--- config.mk ---
export PLATFORM = sky130hd
export DESIGN_NAME = bfeu_front
export DESIGN_NICKNAME = d
export VERILOG_FILES = /design/src/hw/rtl/bfeu_pkg.sv /design/src/hw/rtl/bfeu_front.sv
export SDC_FILE = /design/constraint.sdc
export NUM_CORES = 1
export LEC_CHECK = 0
export BUFFER_PORTS_ARGS = -buffer_cell sky130_fd_sc_hd__buf_2
export CAP_MARGIN = 40
export CORE_AREA = 4 4 41 43
export DETAILED_ROUTE_END_ITERATION = 6
export DIE_AREA = 0 0 45 47
export PLACE_DENSITY = 0.5
export SLEW_MARGIN = 10
export SYNTH_ARGS = -nofsm -noshare
export SYNTH_HDL_FRONTEND = slang
export SYNTH_SLANG_ARGS = --single-unit
export TNS_END_PERCENT = 30
--- constraint.sdc ---
create_clock -name vclk -period 1.87
set_input_delay 0.187 -clock vclk [all_inputs]
set_output_delay 0.187 -clock vclk [all_outputs]
set_load 0.01 [all_outputs]
--- src/hw/rtl/bfeu_pkg.sv ---
// ----------------------------------------------------------------------------
// bfeu_pkg
// Types, operation codes and defaults shared by the execute unit modules.
// ----------------------------------------------------------------------------
package bfeu_pkg;

    localparam int TAPE_DEPTH_DEF     = 4096;
    localparam int STACK_DEPTH_DEF    = 64;
    localparam int PROG_ADDR_BITS_DEF = 16;
    localparam int QUEUE_DEPTH_DEF    = 2;

    // Skip-mode nesting counter.
    localparam int             SKIP_W   = 16;
    localparam logic [SKIP_W-1:0] SKIP_MAX = '1;

    // Program characters.
    localparam logic [7:0] CH_RIGHT = 8'h3E; // '>'
    localparam logic [7:0] CH_LEFT  = 8'h3C; // '<'
    localparam logic [7:0] CH_INC   = 8'h2B; // '+'
    localparam logic [7:0] CH_DEC   = 8'h2D; // '-'
    localparam logic [7:0] CH_OUT   = 8'h2E; // '.'
    localparam logic [7:0] CH_IN    = 8'h2C; // ','
    localparam logic [7:0] CH_OPEN  = 8'h5B; // '['
    localparam logic [7:0] CH_CLOSE = 8'h5D; // ']'

    localparam logic [7:0] BYTE_EOF = 8'hFF;

    typedef logic [3:0] t_bf_op;

    localparam t_bf_op OP_NOP   = 4'd0;
    localparam t_bf_op OP_RIGHT = 4'd1;
    localparam t_bf_op OP_LEFT  = 4'd2;
    localparam t_bf_op OP_INC   = 4'd3;
    localparam t_bf_op OP_DEC   = 4'd4;
    localparam t_bf_op OP_OUT   = 4'd5;
    localparam t_bf_op OP_IN    = 4'd6;
    localparam t_bf_op OP_OPEN  = 4'd7;
    localparam t_bf_op OP_CLOSE = 4'd8;

    typedef logic [2:0] t_bf_err;

    localparam t_bf_err ERR_NONE      = 3'd0;
    localparam t_bf_err ERR_UNDERFLOW = 3'd1;
    localparam t_bf_err ERR_UNMATCHED = 3'd2;
    localparam t_bf_err ERR_OVERFLOW  = 3'd3;
    localparam t_bf_err ERR_STACK     = 3'd4;

    // Classified request as it sits in the queue (the address travels beside it).
    typedef struct packed {
        t_bf_op     op;
        logic [7:0] data;   // byte to store for an input operation
    } t_bf_item;

    typedef struct packed {
        logic full;
        logic not_empty;
    } t_bf_q_status;

    typedef struct packed {
        logic clearing;
    } t_bf_back_status;

endpackage

--- src/hw/rtl/bfeu_front.sv ---
// ----------------------------------------------------------------------------
// bfeu_front
// Accepts program characters, classifies them and pushes them into the queue.
// ----------------------------------------------------------------------------
module bfeu_front (
    input  logic                      i_in_valid,
    input  logic [7:0]                i_instr_byte,
    input  logic [7:0]                i_in_byte,
    input  logic                      i_in_at_end,
    input  bfeu_pkg::t_bf_q_status    i_q_status,
    input  bfeu_pkg::t_bf_back_status i_back_status,
    output logic                      o_in_stall,
    output logic                      o_push,
    output bfeu_pkg::t_bf_item        o_item
);

    bfeu_pkg::t_bf_op op;

    always_comb begin
        case (i_instr_byte)
            bfeu_pkg::CH_RIGHT: op = bfeu_pkg::OP_RIGHT;
            bfeu_pkg::CH_LEFT:  op = bfeu_pkg::OP_LEFT;
            bfeu_pkg::CH_INC:   op = bfeu_pkg::OP_INC;
            bfeu_pkg::CH_DEC:   op = bfeu_pkg::OP_DEC;
            bfeu_pkg::CH_OUT:   op = bfeu_pkg::OP_OUT;
            bfeu_pkg::CH_IN:    op = bfeu_pkg::OP_IN;
            bfeu_pkg::CH_OPEN:  op = bfeu_pkg::OP_OPEN;
            bfeu_pkg::CH_CLOSE: op = bfeu_pkg::OP_CLOSE;
            default:            op = bfeu_pkg::OP_NOP;
        endcase
    end

    // No request is taken while the tape is being cleared after reset.
    assign o_in_stall  = i_q_status.full || i_back_status.clearing;
    assign o_push      = i_in_valid && !o_in_stall;
    assign o_item.op   = op;
    assign o_item.data = i_in_at_end ? bfeu_pkg::BYTE_EOF : i_in_byte;

endmodule

# --- Word level (Yosys, flattened, before mapping) ---
# Index checks and enable logic that the tools add are counted.
totals:
  register_bits: 0
  out_inout_bits: 14
  elab_cells: 13
op_classes:
  eq_ne: 8
  n_mux: 2
  n_reduce_logical: 3
ops:
  columns: ["op", "count"]
  rows:
  - ["equality test 8 x 6 -> 1 bit (second input constant)", 6]
  - ["case mux 4 bit (8 select lines)", 1]
  - ["equality test 8 x 7 -> 1 bit (second input constant)", 2]
  - ["2-to-1 mux 8 bit", 1]
  - ["logical AND 1 bit", 1]
  - ["zero test 1 bit", 1]
  - ["logical OR 1 bit", 1]

# --- Longest topological paths before layout ---
logic_depth:
  word_depth: 3
  ltp_mapped: 3
  ltp_nobuf: 3

# --- Worst setup path after synthesis ---
# Ideal clock, no wire load.
synth_path:
  path_kind: "input port to output port"
  from: "input port i_instr_byte[1]"
  to: "output port o_item[8] in the netlist's numbering"
  arrival_ns: 0.973
  t_required_ns: 1.683
  setup_slack_ns: 0.710
  path_stages: 3
  path_buffers: 0
  path_cell_list: "inv_2 -> or4_4 -> o22ai_1"
synth_rtl:
  columns: ["item", "line", "source"]
  rows:
  - ["from (decl)", "bfeu_front.sv:7", "input logic [7:0] i_instr_byte,"]
  - ["to (decl)", "bfeu_front.sv:14", "output bfeu_pkg::t_bf_item o_item"]

==> flow_summary.json <==
{
  "drt_pre_antenna_iters": 2,
  "setup_viol": 0,
  "vias": 322,
  "fin_util": 0.284,
  "worst-slew-pin-transition_ns": 0.348,
  "coreArea_um2": 1300,
  "route.met2.wl_um": 249,
  "area_growth_pct": 105,
  "ctsResizeCount": 0,
  "initial_core_util": 0.138,
  "highest_layer": "met3",
  "row_count": 13,
  "period_share": 0.730,
  "design_area_um2": 369,
  "design.seq.count": 0,
  "synth_area_um2": 180,
  "fin_cells": 76,
  "die_y_um": 47,
  "drtIter0Drc": 2,
  "viasPerCell": 4.24,
  "worstPathRequired_ns": 1.68,
  "fillers": 158,
  "min_path_type": "in -> out",
  "wl_met1_um": 292,
  "io_buffers": 34,
  "dpl.hpwl_um": 659,
  "multiInputGateArea_um2": 173,
  "antenna_cells": 0,
  "clkbuf_count": 0,
  "cellLeakagePower_nw": 0.199,
  "status": "finished clean",
  "seq_area_frac_synth": 0,
  "grt_overflow": 0,
  "final-hold-violation-count": 0,
  "setup.worst_path.class": "in -> out",
  "hold_buffers": 0,
  "grt_pass1_wl_um": 1170,
  "gp_congestion": 0.715,
  "die_w_um": 45,
  "finalMaxSlewViolations": 0,
  "drv_cap": 0,
  "irDropWorstVdd_uv": 49.6,
  "drc": 0,
  "wl_per_cell_um": 9.17,
  "worstPathArrival_ns": 1.18,
  "yosys_warnings": 0,
  "power_density_nw_per_um2": 171,
  "io_pins": 35,
  "grt_max_degree": 9,
  "max_freq_ghz": 0.733,
  "wl_met3_um": 155,
  "critPathLaunchType": "input port",
  "syn_avg_cell_area_um2": 6.67,
  "nets": 84,
  "synth_cell_types": 15,
  "placed_cells": 76,
  "layout-drive-gt1-share": 0.770,
  "setup_tns_ns": 0,
  "syn_inst": 27,
  "rsz0062_at_grt": "false",
  "path_max_fanout": 4,
  "dieArea_um2": 2120,
  "wirelength_um": 697,
  "cp-end-kind": "primary output",
  "grt_util_all_layers": 0.0685,
  "slew_headroom": 0.765,
  "post-route-min-period_ns": 1.36,
  "grt_pass1_vias": 285,
  "cts_setup_buffers": 0,
  "drtAntennaViolNets": 0,
  "dpl_cell_area_um2": 369,
  "register_area_um2": 0,
  "antenna_found_initial": 0,
  "synth_nets": 48
}
-- final timing paths --
path                         from        end  slack [ns]  depth (start not counted)
hold / removal       i_in_byte[5]  o_item[5]        0.64                          3
setup / recovery  i_instr_byte[1]  o_item[8]        0.51                          5
-- layout by cell type (no fill, tap or decap), types with 2 or more instances in the layout --
| cell | synthesis | routed |
|---|---|---|
| a21oi_1 | 2 | 2 |
| nor4bb_1 | 2 | 2 |
| nand2_1 | 2 | 2 |
| buf_2 | 0 | 34 |
| or2_2 | 9 | 9 |
| o22ai_1 | 2 | 2 |
-- kinds of logic (layout without fill, tap and decap cells) --
| group | count (synthesis) | after routing | synth area share |
|---|---|---|---|
| AND/OR/NAND/NOR | 20 | 20 | 0.792 |
| buffers and inverters | 2 | 36 | 0.0416 |
| AO/OA/AOI/OAI | 5 | 5 | 0.167 |
-- synthesized netlist by cell type --
library cell / count / share of area
and2b_2: 1 / 0.049
nor4bb_1: 2 / 0.11
a21boi_0: 1 / 0.042
nand2_1: 2 / 0.042
inv_1: 1 / 0.021
nand4b_1: 1 / 0.049
or4_4: 1 / 0.062
or2_2: 9 / 0.31
nor3b_1: 1 / 0.042
nand3b_1: 1 / 0.042
and4b_2: 1 / 0.062
a21oi_1: 2 / 0.056
inv_2: 1 / 0.021
nor2_1: 1 / 0.021
o22ai_1: 2 / 0.069
-- report_power, final --
part	total [mW]	switching, mW	internal [mW]
registers	0	0	0
clock network	0	0	0
logic	0.0632	0.0276	0.0356
-- cell type report --
class                      instances  share of cell area
inverter                           2              0.0203
tap                               15              0.0508
timing repair buffer              34               0.461
multi-input combinational         25               0.468
-- layer usage --
layer / GRT usage / vias up
met4: 0 / 0
met3: 0.0230 / 0
met5: 0 / -
li1: - / 167
met2: 0.105 / 28
met1: 0.0989 / 127
-- critical path, stage by stage --
cell	delay (ns)
buf_2	0.12
inv_2	0.05
or4_4	0.53
o22ai_1	0.15
buf_2	0.15
-- per-stage QoR --
stage	setup WS, ns	hold slack, ns	power, mW
2_1_floorplan	0.710	0.454	0.0264
3_5_place_dp	0.506	0.642	0.0639
6_report	0.505	0.640	0.0632
3_3_place_gp	0.505	0.640	0.0631
5_1_grt	0.373	0.655	0.0716
4_1_cts	0.506	0.642	0.0641
(Power assumes the default switching activity.)
