`src/hw/rtl/bfeu_pkg.sv`:
```
// ----------------------------------------------------------------------------
// bfeu_pkg
// Types, operation codes and defaults shared by the execute unit modules.
// ----------------------------------------------------------------------------
package bfeu_pkg;

    localparam int TAPE_DEPTH_DEF     = 4096;
    localparam int STACK_DEPTH_DEF    = 64;
    localparam int PROG_ADDR_BITS_DEF = 16;
    localparam int QUEUE_DEPTH_DEF    = 2;

    // Skip-mode nesting counter.
    localparam int             SKIP_W   = 16;
    localparam logic [SKIP_W-1:0] SKIP_MAX = '1;

    // Program characters.
    localparam logic [7:0] CH_RIGHT = 8'h3E; // '>'
    localparam logic [7:0] CH_LEFT  = 8'h3C; // '<'
    localparam logic [7:0] CH_INC   = 8'h2B; // '+'
    localparam logic [7:0] CH_DEC   = 8'h2D; // '-'
    localparam logic [7:0] CH_OUT   = 8'h2E; // '.'
    localparam logic [7:0] CH_IN    = 8'h2C; // ','
    localparam logic [7:0] CH_OPEN  = 8'h5B; // '['
    localparam logic [7:0] CH_CLOSE = 8'h5D; // ']'

    localparam logic [7:0] BYTE_EOF = 8'hFF;

    typedef logic [3:0] t_bf_op;

    localparam t_bf_op OP_NOP   = 4'd0;
    localparam t_bf_op OP_RIGHT = 4'd1;
    localparam t_bf_op OP_LEFT  = 4'd2;
    localparam t_bf_op OP_INC   = 4'd3;
    localparam t_bf_op OP_DEC   = 4'd4;
    localparam t_bf_op OP_OUT   = 4'd5;
    localparam t_bf_op OP_IN    = 4'd6;
    localparam t_bf_op OP_OPEN  = 4'd7;
    localparam t_bf_op OP_CLOSE = 4'd8;

    typedef logic [2:0] t_bf_err;

    localparam t_bf_err ERR_NONE      = 3'd0;
    localparam t_bf_err ERR_UNDERFLOW = 3'd1;
    localparam t_bf_err ERR_UNMATCHED = 3'd2;
    localparam t_bf_err ERR_OVERFLOW  = 3'd3;
    localparam t_bf_err ERR_STACK     = 3'd4;

    // Classified request as it sits in the queue (the address travels beside it).
    typedef struct packed {
        t_bf_op     op;
        logic [7:0] data;   // byte to store for an input operation
    } t_bf_item;

    typedef struct packed {
        logic full;
        logic not_empty;
    } t_bf_q_status;

    typedef struct packed {
        logic clearing;
    } t_bf_back_status;

endpackage

```
`src/hw/rtl/bfeu_queue.sv`:
```
// ----------------------------------------------------------------------------
// bfeu_queue
// Small register FIFO that decouples the decode front from the execute back.
// ----------------------------------------------------------------------------
module bfeu_queue #(
    parameter int WIDTH = 8,
    parameter int DEPTH = bfeu_pkg::QUEUE_DEPTH_DEF
) (
    input  logic                  i_clk,
    input  logic                  i_rst_n,
    input  logic                  i_push,
    input  logic [WIDTH-1:0]      i_data,
    input  logic                  i_pop,
    output logic [WIDTH-1:0]      o_head,
    output bfeu_pkg::t_bf_q_status o_status
);

    localparam int PTR_W = (DEPTH > 1) ? $clog2(DEPTH) : 1;
    localparam int CNT_W = $clog2(DEPTH + 1);
    localparam logic [PTR_W-1:0] PTR_LAST = PTR_W'(DEPTH - 1);
    localparam logic [CNT_W-1:0] CNT_FULL = CNT_W'(DEPTH);

    logic [WIDTH-1:0] r_mem [DEPTH];
    logic [PTR_W-1:0] r_wptr, n_wptr;
    logic [PTR_W-1:0] r_rptr, n_rptr;
    logic [CNT_W-1:0] r_count, n_count;

    always_comb begin
        n_wptr  = r_wptr;
        n_rptr  = r_rptr;
        n_count = r_count;
        if (i_push) begin
            n_wptr = (r_wptr == PTR_LAST) ? '0 : r_wptr + PTR_W'(1);
        end
        if (i_pop) begin
            n_rptr = (r_rptr == PTR_LAST) ? '0 : r_rptr + PTR_W'(1);
        end
        if (i_push && !i_pop) begin
            n_count = r_count + CNT_W'(1);
        end else if (!i_push && i_pop) begin
            n_count = r_count - CNT_W'(1);
        end
    end

    always_ff @(posedge i_clk) begin
        if (!i_rst_n) begin
            r_wptr  <= '0;
            r_rptr  <= '0;
            r_count <= '0;
        end else begin
            r_wptr  <= n_wptr;
            r_rptr  <= n_rptr;
            r_count <= n_count;
        end
    end

    always_ff @(posedge i_clk) begin
        if (i_push) begin
            r_mem[r_wptr] <= i_data;
        end
    end

    assign o_head             = r_mem[r_rptr];
    assign o_status.full      = (r_count == CNT_FULL);
    assign o_status.not_empty = (r_count != '0);

endmodule

```
`config.mk`:
```
export PLATFORM = sky130hd
export DESIGN_NAME = bfeu_queue
export DESIGN_NICKNAME = d
export VERILOG_FILES = /design/src/hw/rtl/bfeu_pkg.sv /design/src/hw/rtl/bfeu_queue.sv
export SDC_FILE = /design/constraint.sdc
export NUM_CORES = 1
export LEC_CHECK = 0
export BUFFER_PORTS_ARGS = -buffer_cell sky130_fd_sc_hd__buf_4
export CAP_MARGIN = 20
export CORE_MARGIN = 3
export CORE_UTILIZATION = 43
export DETAILED_ROUTE_END_ITERATION = 10
export GPL_TIMING_DRIVEN = 0
export PLACE_DENSITY = 0.71
export SLEW_MARGIN = 20
export SYNTH_ARGS = -nofsm -noshare
export SYNTH_HDL_FRONTEND = slang
export SYNTH_SLANG_ARGS = --single-unit
```
`constraint.sdc`:
```
create_clock -name i_clk -period 1.2 [get_ports i_clk]
set_clock_uncertainty 0.2 [all_clocks]
set_input_delay 0.06 -clock i_clk [delete_from_list [all_inputs] [get_ports i_clk]]
set_output_delay 0.06 -clock i_clk [all_outputs]
set_load 0.03 [all_outputs]
```
* After elaboration in Yosys (flattened, before gate mapping) *
Memories as Yosys holds them, arrays and structs flattened. A register that Yosys moved wholly into a read port is not among the register bits.
Cells that the tools add are included.

operators by class
  add/subtract/negate cells = 4
  equality and inequality tests = 1
  multiplexer cells = 8
  reduce and logical (&&, ||, !) cells = 6

operator list
  cell                 number
  $mux 1               6
  $mux 2               2
  $reduce_bool 2->1    2
  $add 1x1->1 const B  2
  $add 2x1->2 const B  1
  $eq 2x2->1 const B   1
  $logic_and 1x1->1    2
  $logic_not 1->1      2
  $sub 2x1->2 const B  1

word-level totals
  flip-flop bits (word level) = 4
  memory bits (writable) = 16
  bits of input ports = 12
  output and inout bits = 10
  logic and storage cells = 23
  memories kept = 1

memories
  name   words  bits a word  read ports  clocked after Yosys merged registers in  write ports  RTL line          text
  r_mem  2      8            1           1                                        1            bfeu_queue.sv:23  logic [WIDTH-1:0] r_mem [DEPTH];

* Longest topological paths before layout *
  word-level depth = 4
  depth in mapped cells = 5
  gate-level depth less buffers = 5

* Worst setup path after synthesis *
OpenSTA, ideal clock, no wires.

  path kind = reg2reg
  from = register r_wptr
  to = memory r_mem[0][0], enable pin
  library setup time = 0.375 ns
  arrival = 0.730 ns
  required time = 0.625 ns
  setup slack = -0.104 ns
  stages on the path, launching flop included = 2
  path buffers = 0
  period minus slack after synthesis = 1.304 ns
  path through = dfxtp_1 -> nor2b_1

RTL lines
  item                    RTL line          text
  from (decl)             bfeu_queue.sv:24  logic [PTR_W-1:0] r_wptr, n_wptr;
  from (signal assigned)  bfeu_queue.sv:51  r_wptr <= n_wptr;
  to (decl)               bfeu_queue.sv:23

Straight into the memory's write port.

==> summary.md <==
| Metric | Value |
|---|---|
| Worst path cell trace | `buf_8, mux2_4, buf_6` |
| Final worst setup slack | `-0.285 ns` |
| CTS tree | `yes` |
| Core area | `0.00163 mm2` |
| Cell Pwr Density | `1290 mW/mm2` |
| First-pass GRT wire length | `2330 um` |
| Area leader, netlist | `edfxtp_1` |
| Overall power | `1.58 mW` |
| CP delay by family, top | `flip-flops` |
| Pre-CTS setup slack | `-0.103 ns` |
| Routed Antenna Nets | `0` |
| Remaining DRCs | `0` |
| CTS root buf | `clkbuf_4` |
| Ant. Diodes | `0` |
| Area grow syn2layout | `54.6%` |
| Critical Path Sink Type | `output pin` |
| 1st-iter DRT viols | `2` |
| Ys Warns | `0` |
| Fin. Hold Viols | `0` |
| Vias/cell | `4.57` |
| Max Slew Vio Count | `0` |
| Status | `finished, violations left` |
| Slowest CP cell | `dfxtp_2` |
| H-tree levels | `1` |
| Ports | `22` |
| Synthesized flop and latch total | `21` |
| Hold WC Path Type | `primary input to flip-flop` |
| Clock sinks | `21` |
| Buf/Inv on CP | `2` |
| Crit path arrival time | `1.22 ns` |
| Detail Placement HPWL | `832 um` |
| Max stage delay on crit path | `0.35 ns` |
| Fraction of layout instances using a drive strength above 1 | `0.494` |
| Total Wirelength | `1340 um` |
| Nets | `99` |
| Worst slew pin tran | `0.274 ns` |
| Fmax | `674 MHz` |
| Fin area | `0.00123 mm2` |
| Dpl cell area | `987 um2` |
| Avg Cell Area, Syn | `17.0 um2` |
| Top cells by area, synth | `edfxtp_1, dfxtp_1, mux2_2, and2_1, xor2_1` |
| Port Buf Inserts | `21` |
| Initial antenna violation count | `0` |
| Seq/Total Area, Yosys | `0.728` |
| Worst Hold Slack | `0.0192 ns` |
| Num CTS Buffers | `3` |
| Failing checks | `negative setup slack` |
| Crit Path Category | `flip-flop to output pin` |
| Rows | `14` |
| Vias | `498` |
| Drt first pass iters | `3` |
| CTS Buffer Depth | `2` |
| Vias in the first global route | `541` |
| Initial Utilization | `0.489` |
| Gpl congestion | `0.587` |
| Max-cap violations | `0` |
| Gr usage total | `0.129` |
| Lkg Pwr | `0.512 nW` |
| Synth top area share | `0.603` |
| CP required | `0.94 ns` |
| Crit start category | `flip-flop` |
| WL/cell | `12.3 um` |
| Worst skew pair latency | `0.28 ns` |
| Max VDD drop | `1110 uV` |
| Final Util | `0.757` |
| Unique masters post-synth | `16` |
| RSZ-0062 raised after global routing | `yes` |
| Post-Syn Area | `797 um2` |
| Chip height | `49.1 um` |
| Syn Inst Count | `47` |
| Die Width | `49.1 um` |
| Period utilisation layout | `1.24` |
| Pin count of the biggest net entering global routing | `12` |
| Final setup vio count | `11` |
| Worst Path Max Fanout | `8` |
| Max-slew headroom | `0.817` |
| Post-synth net total | `60` |
| Die area | `0.00241 mm2` |
| CTS clock-pin slew for the worst setup and hold paths | `0.11 ns` |
| GRT Residual Overflow | `0` |
| Final min period | `1.48 ns` |
[routing by layer]
| layer | global-route usage | wire [um] | vias to the layer above |
|---|---|---|---|
| met5 | 0 | 0 | - |
| met3 | 0.0275 | 37 | 2 |
| li1 | - | - | 244 |
| met4 | 0.0427 | 12 | 0 |
| met2 | 0.256 | 770 | 13 |
| met1 | 0.131 | 520 | 239 |
[cells by family after synthesis]
group / Yosys count / synth area share
and+or+nand+nor: 9 / 0.0738
DFF: 21 / 0.728
xor gates and xnor gates: 3 / 0.0330
adders and majority gates: 1 / 0.0157
muxes: 8 / 0.113
buffers and inverters: 2 / 0.0110
AOI/OAI and AO/OA: 3 / 0.0251
[timing repair]
action | CTS | global route
pin swaps | 3 | 1
setup endpoints to repair | 28 | 11
buffers inserted | 2 | 0
hold endpoints to repair | 21 | 0
hold buffers | 11 | 0
gates resized for setup | 28 | 1
[cell usage after synthesis]
master and count:
dfxtp_1 5, nor2b_1 2, xnor2_1 1, or3_1 1, buf_2 1, o21ai_0 1
ha_1 1, o21a_1 1, and2_1 4, or2_2 1, a21boi_1 1, mux2_2 8
and2b_2 1, inv_1 1, xor2_1 2, edfxtp_1 16
[power breakdown]
group	switching (mW)	leakage, nW	internal (mW)
Combinational	0.181	0.304	0.230
Sequential	0.0229	0.193	0.835
Clock	0.187	0.0150	0.129
Total	0.391	0.512	1.19
[per-stage QoR]
step / TNS [ns] / cells
after global placement: -1.47 / 92
after global routing: -3.03 / 109
after floorplan: 0 / 47
after CTS: -2.54 / 109
after detailed placement: -2.17 / 92
final: -2.41 / 109
[worst register-to-register path: stages (launching register included)]
cell,delay (ns)
dfxtp_4,0.37
xor2_1,0.14
or3_1,0.31
a21boi_1,0.12
[state kept, by name (all words and copies together) (netlist names), named ones only]
name and cells:
r_count 2, r_wptr 1, r_mem 16, r_rptr 1
[layout by cell type (no fill, tap or decap), types with 2 or more instances in the layout]
cell and instances:
buf_6 10, xor2_1 2, mux2_4 8, dlygate4sd3_1 11
dfxtp_2 2, dfxtp_1 2, clkbuf_4 3, buf_4 13
and2_1 3, edfxtp_1 16
[final timing paths]
path	start	end	slack (ns)	cells after the start
max	flip-flop	o_head[3]	-0.28	3
min	i_push	r_mem[1][7]	0.02	2
max reg2reg	r_count[0]	r_count[1]	0	3
min reg2reg	r_rptr	flip-flop	0.38	2
[area by class of cell]
class / instances / area (um2)
inverter: 1 / 3.75
fill: 108 / 397
timing repair buffer: 34 / 320
sequential: 21 / 587
multi-input combinational: 24 / 250
tap: 24 / 30.0
clock buffer: 4 / 26.3
buffer: 1 / 15.0
Note: power is estimated with default switching activity, not from simulation.
